--- src/rtl/core/thcirc_pkg.sv ---
`timescale 1ns / 1ps
// ----------------------------------------------------------------------------
// Thick circle generator package
// Widths, algorithm constants, register indexes and the point record shared
// by the stepper and the top level.
// ----------------------------------------------------------------------------
package thcirc_pkg;

  // Field widths
  localparam int COORD_BITS  = 12;
  localparam int RADIUS_BITS = 11;
  localparam int COLOR_BITS  = 32;
  localparam int RINGS_BITS  = 6;
  localparam int CENTER_BITS = COORD_BITS + 1;   // signed command center
  localparam int PIX_BITS    = COORD_BITS + 2;   // signed generated point
  localparam int CFG_BITS    = 13;               // config register width
  localparam int CFG_IDX_BITS = 2;
  localparam int DEC_BITS    = 16;               // midpoint decision term
  localparam int OFFSET_BITS = 24;
  localparam int OCT_BITS    = 3;

  // Midpoint circle constants
  localparam int DEC_INIT     = 3;   // d0 = 3 - 2r
  localparam int DEC_STEP_NEG = 6;   // d += 4x + 6
  localparam int DEC_STEP_POS = 10;  // d += 4(x - y) + 10

  // Last octant of one step
  localparam logic [OCT_BITS-1:0] OCT_LAST = OCT_BITS'(7);

  // Config register indexes
  localparam logic [CFG_IDX_BITS-1:0] REG_SCREEN_WIDTH  = CFG_IDX_BITS'(0);
  localparam logic [CFG_IDX_BITS-1:0] REG_SCREEN_HEIGHT = CFG_IDX_BITS'(1);
  localparam logic [CFG_IDX_BITS-1:0] REG_LINE_PITCH    = CFG_IDX_BITS'(2);

  // Config reset values
  localparam logic [CFG_BITS-1:0] WIDTH_RESET  = CFG_BITS'(1024);
  localparam logic [CFG_BITS-1:0] HEIGHT_RESET = CFG_BITS'(768);
  localparam logic [CFG_BITS-1:0] PITCH_RESET  = CFG_BITS'(1024);

  // One generated point before clipping
  typedef struct packed {
    logic signed [PIX_BITS-1:0] x;
    logic signed [PIX_BITS-1:0] y;
    logic [COLOR_BITS-1:0]      color;
    logic                       last;
  } point_t;

endpackage

--- src/rtl/core/thcirc_stepper.sv ---
`timescale 1ns / 1ps
// ----------------------------------------------------------------------------
// Thick circle stepper
// Holds the command and midpoint state, presents the current point and
// advances one octant point per advance request.
// ----------------------------------------------------------------------------
module thcirc_stepper (
  input  logic                                  clk,
  input  logic                                  rst,
  input  logic                                  start,
  input  logic                                  advance,
  input  logic signed [thcirc_pkg::CENTER_BITS-1:0] center_x,
  input  logic signed [thcirc_pkg::CENTER_BITS-1:0] center_y,
  input  logic [thcirc_pkg::RADIUS_BITS-1:0]    radius,
  input  logic [thcirc_pkg::RINGS_BITS-1:0]     ring_count,
  input  logic [thcirc_pkg::COLOR_BITS-1:0]     color,
  output logic                                  busy,
  output thcirc_pkg::point_t                    point
);
  import thcirc_pkg::*;

  logic signed [CENTER_BITS-1:0] center_col;
  logic signed [CENTER_BITS-1:0] center_row;
  logic [RADIUS_BITS-1:0]        ring_radius;
  logic [RINGS_BITS-1:0]         rings_left;
  logic [RADIUS_BITS-1:0]        step_x;
  logic [RADIUS_BITS-1:0]        step_y;
  logic signed [DEC_BITS-1:0]    decision;
  logic [OCT_BITS-1:0]           octant_index;
  logic [COLOR_BITS-1:0]         color_hold;

  logic [RADIUS_BITS-1:0]        a_mag, b_mag;
  logic signed [PIX_BITS-1:0]    a_off, b_off;
  logic [RADIUS_BITS-1:0]        step_x_next, step_y_next;
  logic signed [RADIUS_BITS:0]   diff;
  logic signed [DEC_BITS-1:0]    decision_next;
  logic [RADIUS_BITS-1:0]        radius_dec;
  logic [RINGS_BITS-1:0]         rings_dec;
  logic                          ring_done;
  logic                          cmd_done;

  // Octant selection: bit 2 swaps x/y, bit 0 negates a, bit 1 negates b
  always_comb begin
    a_mag = octant_index[2] ? step_y : step_x;
    b_mag = octant_index[2] ? step_x : step_y;
    a_off = $signed({{(PIX_BITS-RADIUS_BITS){1'b0}}, a_mag});
    b_off = $signed({{(PIX_BITS-RADIUS_BITS){1'b0}}, b_mag});
    if (octant_index[0]) begin
      a_off = -a_off;
    end
    if (octant_index[1]) begin
      b_off = -b_off;
    end
  end

  // Midpoint step update, used after the eighth point
  always_comb begin
    diff = $signed({1'b0, step_x}) - $signed({1'b0, step_y});
    step_x_next = step_x + RADIUS_BITS'(1);
    if (decision < 0) begin
      decision_next = decision
                    + $signed({{(DEC_BITS-RADIUS_BITS-2){1'b0}}, step_x, 2'b00})
                    + DEC_BITS'(DEC_STEP_NEG);
      step_y_next   = step_y;
    end else begin
      decision_next = decision
                    + $signed({{(DEC_BITS-RADIUS_BITS-3){diff[RADIUS_BITS]}}, diff, 2'b00})
                    + DEC_BITS'(DEC_STEP_POS);
      step_y_next   = step_y - RADIUS_BITS'(1);
    end
    ring_done  = step_x_next > step_y_next;
    radius_dec = ring_radius - RADIUS_BITS'(1);
    rings_dec  = rings_left - RINGS_BITS'(1);
    cmd_done   = ring_done && ((rings_dec == '0) || (radius_dec == '0));
  end

  // Current point
  always_comb begin
    point.x     = PIX_BITS'(center_col) + a_off;
    point.y     = PIX_BITS'(center_row) + b_off;
    point.color = color_hold;
    point.last  = (octant_index == OCT_LAST) && cmd_done;
  end

  // Command and step state
  always_ff @(posedge clk) begin
    if (rst) begin
      busy         <= 1'b0;
      center_col   <= '0;
      center_row   <= '0;
      ring_radius  <= '0;
      rings_left   <= '0;
      step_x       <= '0;
      step_y       <= '0;
      decision     <= '0;
      octant_index <= '0;
      color_hold   <= '0;
    end else if (start) begin
      busy         <= (radius != '0) && (ring_count != '0);
      center_col   <= center_x;
      center_row   <= center_y;
      ring_radius  <= radius;
      rings_left   <= ring_count;
      color_hold   <= color;
      step_x       <= '0;
      step_y       <= radius;
      decision     <= DEC_BITS'(DEC_INIT)
                    - $signed({{(DEC_BITS-RADIUS_BITS-1){1'b0}}, radius, 1'b0});
      octant_index <= '0;
    end else if (advance && busy) begin
      if (octant_index != OCT_LAST) begin
        octant_index <= octant_index + OCT_BITS'(1);
      end else begin
        octant_index <= '0;
        if (ring_done && !cmd_done) begin
          // next ring inward
          ring_radius <= radius_dec;
          rings_left  <= rings_dec;
          step_x      <= '0;
          step_y      <= radius_dec;
          decision    <= DEC_BITS'(DEC_INIT)
                       - $signed({{(DEC_BITS-RADIUS_BITS-1){1'b0}}, radius_dec, 1'b0});
        end else begin
          step_x   <= step_x_next;
          step_y   <= step_y_next;
          decision <= decision_next;
          if (ring_done) begin
            ring_radius <= radius_dec;
            rings_left  <= rings_dec;
            busy        <= 1'b0;
          end
        end
      end
    end
  end

endmodule

--- src/rtl/core/thick_circle_pixel_generator.sv ---
`timescale 1ns / 1ps
// ----------------------------------------------------------------------------
// Thick circle pixel generator
// Midpoint circle rasterizer drawing concentric rings, one point per advance request.
// ----------------------------------------------------------------------------
// A start request (mode 0) loads center, radius, ring count and color and
// yields no pixel; an advance request (mode 1) yields the next point of the
// command, with clip flag, linear offset y*pitch+x and a last flag on the
// final point. An advance while no command is active yields nothing. The
// block takes one request per clock unless the pixel channel stalls: the
// midpoint state updates on each accepted request, the point goes to a
// point register and then through the clip and the 13x13 offset multiply
// into the output register. Output stalls back up through these two stages.
// The user must write configuration only while the block is idle; the
// block itself does not enforce this.
module thick_circle_pixel_generator (
  input  logic                                     clk,
  input  logic                                     rst,
  // configuration
  input  logic                                     cfg_write,
  input  logic [thcirc_pkg::CFG_IDX_BITS-1:0]      cfg_index,
  input  logic [thcirc_pkg::CFG_BITS-1:0]          cfg_data,
  // request channel
  input  logic                                     in_valid,
  output logic                                     in_ready,
  input  logic                                     mode,
  input  logic signed [thcirc_pkg::CENTER_BITS-1:0] center_x,
  input  logic signed [thcirc_pkg::CENTER_BITS-1:0] center_y,
  input  logic [thcirc_pkg::RADIUS_BITS-1:0]       radius,
  input  logic [thcirc_pkg::RINGS_BITS-1:0]        ring_count,
  input  logic [thcirc_pkg::COLOR_BITS-1:0]        color,
  // pixel channel
  output logic                                     out_valid,
  input  logic                                     out_ready,
  output logic signed [thcirc_pkg::PIX_BITS-1:0]   pixel_x,
  output logic signed [thcirc_pkg::PIX_BITS-1:0]   pixel_y,
  output logic                                     on_screen,
  output logic [thcirc_pkg::OFFSET_BITS-1:0]       pixel_offset,
  output logic [thcirc_pkg::COLOR_BITS-1:0]        pixel_color,
  output logic                                     last
);
  import thcirc_pkg::*;

  logic [CFG_BITS-1:0] screen_width;
  logic [CFG_BITS-1:0] screen_height;
  logic [CFG_BITS-1:0] line_pitch;

  logic   in_fire;
  logic   start;
  logic   advance;
  logic   busy;
  point_t step_point;

  logic   pt_valid;
  point_t pt;
  logic   out_load;
  logic   pt_load;

  logic                        clip_on;
  logic [2*CFG_BITS-1:0]       row_base;
  logic [OFFSET_BITS-1:0]      offset_next;

  // Configuration registers
  always_ff @(posedge clk) begin
    if (rst) begin
      screen_width  <= WIDTH_RESET;
      screen_height <= HEIGHT_RESET;
      line_pitch    <= PITCH_RESET;
    end else if (cfg_write) begin
      unique case (cfg_index)
        REG_SCREEN_WIDTH:  screen_width  <= cfg_data;
        REG_SCREEN_HEIGHT: screen_height <= cfg_data;
        REG_LINE_PITCH:    line_pitch    <= cfg_data;
        default: ;
      endcase
    end
  end

  // Handshake and pipeline flow
  assign out_load = !out_valid || out_ready;
  assign pt_load  = !pt_valid || out_load;
  assign in_ready = pt_load;
  assign in_fire  = in_valid && in_ready;
  assign start    = in_fire && !mode;
  assign advance  = in_fire && mode;

  thcirc_stepper u_stepper (
    .clk        (clk),
    .rst        (rst),
    .start      (start),
    .advance    (advance),
    .center_x   (center_x),
    .center_y   (center_y),
    .radius     (radius),
    .ring_count (ring_count),
    .color      (color),
    .busy       (busy),
    .point      (step_point)
  );

  // Point register
  always_ff @(posedge clk) begin
    if (rst) begin
      pt_valid <= 1'b0;
    end else if (pt_load) begin
      pt_valid <= advance && busy;
    end
  end

  always_ff @(posedge clk) begin
    if (pt_load) begin
      pt <= step_point;
    end
  end

  // Clip and linear offset
  always_comb begin
    clip_on = !pt.x[PIX_BITS-1] && !pt.y[PIX_BITS-1]
           && (pt.x[CFG_BITS-1:0] < screen_width)
           && (pt.y[CFG_BITS-1:0] < screen_height);
    row_base = pt.y[CFG_BITS-1:0] * line_pitch;
    offset_next = '0;
    if (clip_on) begin
      offset_next = row_base[OFFSET_BITS-1:0]
                  + {{(OFFSET_BITS-CFG_BITS){1'b0}}, pt.x[CFG_BITS-1:0]};
    end
  end

  // Output register
  always_ff @(posedge clk) begin
    if (rst) begin
      out_valid <= 1'b0;
    end else if (out_load) begin
      out_valid <= pt_valid;
    end
  end

  always_ff @(posedge clk) begin
    if (out_load) begin
      pixel_x      <= pt.x;
      pixel_y      <= pt.y;
      on_screen    <= clip_on;
      pixel_offset <= offset_next;
      pixel_color  <= pt.color;
      last         <= pt.last;
    end
  end

`ifndef SYNTH
  // A start leaves the stepper busy exactly when the command draws something
  a_start_busy: assert property (@(posedge clk) disable iff (rst)
    start |=> busy == $past((radius != '0) && (ring_count != '0)))
    else $error("busy does not follow start command");

  // The final point of a command ends it
  a_last_idle: assert property (@(posedge clk) disable iff (rst)
    (advance && busy && step_point.last) |=> !busy)
    else $error("stepper still busy after last point");

  // Off-screen pixels carry a zero offset
  a_off_zero: assert property (@(posedge clk) disable iff (rst)
    (out_valid && !on_screen) |-> (pixel_offset == '0))
    else $error("offset nonzero for off-screen pixel");
`endif

endmodule

--- config.mk ---
export PLATFORM = sky130hd
export DESIGN_NAME = thick_circle_pixel_generator
export DESIGN_NICKNAME = d
export VERILOG_FILES = /design/src/rtl/core/thcirc_pkg.sv /design/src/rtl/core/thcirc_stepper.sv /design/src/rtl/core/thick_circle_pixel_generator.sv
export SDC_FILE = /design/constraint.sdc
export NUM_CORES = 1
export LEC_CHECK = 0
export ABC_AREA = 0
export BUFFER_PORTS_ARGS = -buffer_cell sky130_fd_sc_hd__buf_2
export CAP_MARGIN = 20
export CELL_PAD_IN_SITES_DETAIL_PLACEMENT = 1
export CELL_PAD_IN_SITES_GLOBAL_PLACEMENT = 1
export CORE_ASPECT_RATIO = 1.25
export CORE_MARGIN = 2
export CORE_UTILIZATION = 35
export CTS_CLUSTER_SIZE = 28
export DETAILED_ROUTE_END_ITERATION = 10
export MAX_ROUTING_LAYER = met4
export PLACE_DENSITY = 0.69
export SLEW_MARGIN = 10
export SYNTH_ARGS = -nofsm -noshare
export SYNTH_HDL_FRONTEND = slang
export SYNTH_SLANG_ARGS = --single-unit
--- constraint.sdc ---
create_clock -name clk -period 8.4 [get_ports clk]
set_clock_uncertainty 0.1 [all_clocks]
set_input_delay 2.1 -clock clk [delete_from_list [all_inputs] [get_ports clk]]
set_output_delay 2.1 -clock clk [all_outputs]
set_load 0.01 [all_outputs]
==> summary.txt <==
Hold path depth: 0
TritonRoute pass-1 iters: 5
Initial drt markers: 917
Slowest CP cell: edfxtp_1
Floorplan die height: 287 um
Post-route minimum period: 6960 ps
Most common library cells after synthesis: 355 x nand2_1, 229 x inv_1, 212 x ha_1, 191 x a21oi_1, 157 x dfxtp_1
Clock H-tree levels: 2
Worst Setup End Kind: flop
Hpwl dp: 52.2 mm
Cell variety after synth: 76
DP Area: 24000 sq um
CTS clk-pin slew, worst paths: 60 ps
FP Rows: 103
Hold WS: 318 ps
CP max FO: 15
Largest net degree at the start of global routing: 93
Number of I/O port buffers: 183
Initial antenna violation count: 1
Design area: 25200 sq um
Vias in the first global route: 19200
Post-Route WL: 67.1 mm
Share of cells above drive strength 1: 10.7%
Clk buf depth: 3
Min-Delay Path Class: flop to flop
GRT Total Usage: 20.9%
GR Overflow Total: 0
Post-synthesis async set-or-reset flop share: 0%
Pwr/cell area: 171 nW/um^2
Reg2Reg Depth: 22
Post-route clock period utilization: 82.8%
CP top delay family: adder cells
Clock Sinks: 304
Wire per inst: 19.7 um
Initial core utilization: 35.4%
# setup viols final: 0
Crit path launch type: flop
Final Max Tran Viols: 0
Later-pin clock latency in the skew report: 560 ps
Synthesized cell area: 22400 sq um
Status: complete, no violations
Post_cts resized: 0
Global-route wire length before repair: 106 mm
Top_reg_cell synth: dfxtp_1
R2R Path End: pixel_offset[22]
CTS tree: yes
Final hold violation count: 0
Core ar.: 63100 sq um
Final Power: 4.31 mW
ANT nets after route: 0
Largest area contributor in the netlist: edfxtp_1
Root Buffer: clkbuf_16
Via density: 5.21
Max-cap check violation count: 0
Ports: 184
Relative slew slack: 29.7%
Worst Hold End: pixel_color[17]
Ys Warns: 0
Reg2reg start: pt[38]
Post-route DRC: 0
Die footprint: 65900 sq um
Max Fclk: 144 MHz
Seq/Total Area, Yosys: 33.8%
CP arrival: 7140 ps
IR drop worst, VDD: 0.132 mV
Layout overhead on the synthesized area: 12.9%
CTS Hold Bufs: 0
Syn Area/Cell: 9.25 sq um
Worst Max-Slew Pin Slew: 1050 ps
Max incr delay on CP: 660 ps
Layout Nets: 2976
Yosys reg bits: 304
Count of buffer and inverter cells on the critical path: 6
RePlAce Congestion: 0.894
Post-synth top area share: 19.7%
Reg2Reg Setup Slack: 1440 ps
Via count: 17700
Horiz. Die Dim: 230 um
Kind of critical path: flop to flop
Hold Path Origin: pt[18]
Final core occ: 40.0%
RSZ-0062 raised after global routing: false
Setup TNS Final: 0 ps
CP required: 8580 ps
CP Cell Sequence: and2_1 > fa_1 > inv_1 > fa_1 > inv_1 > fa_1 > inv_1 > fa_1 > inv_1 > fa_1 > inv_1 > fa_1 > inv_1 > ha_1 > a21o_1 > a21oi_1 > o31ai_1 > a211oi_1 > o21bai_1 > a311oi_1 > o21bai_1 > mux2i_1
Lkg Pwr: 11.5 nW
EDFF count, synth: 147
Most frequent cell after synthesis: nand2_1
Postcts setup bufs: 0
Total CTS buffers: 36
Area contributors post-synth: edfxtp_1 20%, dfxtp_1 14%, fa_1 12%
Cells after Synth: 2417
Syn nets: 2859
-- cells by family after synthesis --
group	Yosys count	share of synthesized area (%)
buffers and inverters	344	5.88
and+or+nand+nor	786	16.3
xor gates and xnor gates	142	5.56
adders and majority gates	346	23.9
AOI/OAI and AO/OA	454	12.7
muxes	41	1.85
DFF	304	33.8
-- cell type report --
type,count,area [sq um]
sequential,304,7560
tap,840,1050
antenna,1,2.50
inverter,229,860
multi-input combinational,1769,13500
clock buffer,45,1010
timing repair buffer,194,1020
fill,7335,37900
clock inverter,21,240
-- stage by stage --
stage / worst slack, ps / instances
floorplan: 2310 / 2417
global placement: 1510 / 3334
detailed placement: 1390 / 3334
CTS: 1400 / 3400
global route: 1080 / 3403
finish: 1440 / 3403
-- worst register-to-register path: stages (launching register included) --
cell and delay, ps:
edfxtp_1 660, and2_1 310, fa_1 540, inv_1 50, fa_1 540, inv_1 60, fa_1 500, inv_1 50
fa_1 480, inv_1 60, fa_1 530, inv_1 50, fa_1 490, inv_1 40, ha_1 350, a21o_1 190
a21oi_1 150, o31ai_1 200, a211oi_1 650, o21bai_1 170, a311oi_1 300, o21bai_1 110, mux2i_1 130
-- power by group --
part | switching [mW] | internal (mW)
logic | 0.532 | 0.362
clock network | 0.671 | 0.984
registers | 0.110 | 1.65
-- state kept, by name (all words and copies together) (netlist names), 14 cells and up --
signal,flops
pixel_y,14
pixel_color,32
pixel_offset,24
u_stepper.color_hold,32
pt,61
u_stepper.decision,15
pixel_x,14
-- worst max-delay path by stage --
stage | start | to | slack [ps] | cells after the start
6_report | pt[38] | pixel_offset[22] | 1440 | 22
5_1_grt | pt[38] | pixel_offset[23] | 1080 | 21
4_1_cts | pt[38] | pixel_offset[23] | 1400 | 21
3_5_place_dp | pt[38] | pixel_offset[23] | 1390 | 21
3_3_place_gp | pt[38] | pixel_offset[23] | 1510 | 21
2_1_floorplan | pt[39] | pixel_offset[23] | 2310 | 22
-- cells in the final DEF, fill, tap and decap left out, types with 15 or more instances in the layout --
cell,synthesis,final
a211oi_1,29,29
fa_1,134,134
and3_1,16,15
buf_2,4,182
ha_1,212,212
a21o_1,29,29
nand2b_1,16,15
mux2i_1,38,38
nor2b_1,17,17
nand2_1,355,355
a31oi_1,16,15
dfxtp_1,157,156
nor2_1,134,133
o21a_1,16,16
a21oi_1,191,191
xnor2_1,87,87
and2_1,101,101
edfxtp_1,147,147
clkbuf_16,0,38
nor3_1,61,61
nand3_1,27,27
o21ai_0,67,67
xor2_1,55,55
inv_1,229,229
-- per-layer routing --
layer	vias to the layer above	routed length (um)	GRT usage, %
met4	0	2590	7.56
met2	330	34700	37.5
met5	-	0	-
met3	126	2140	2.46
met1	8849	27600	23.8
li1	8440	-	-
Power figures use the tool's default switching activity.
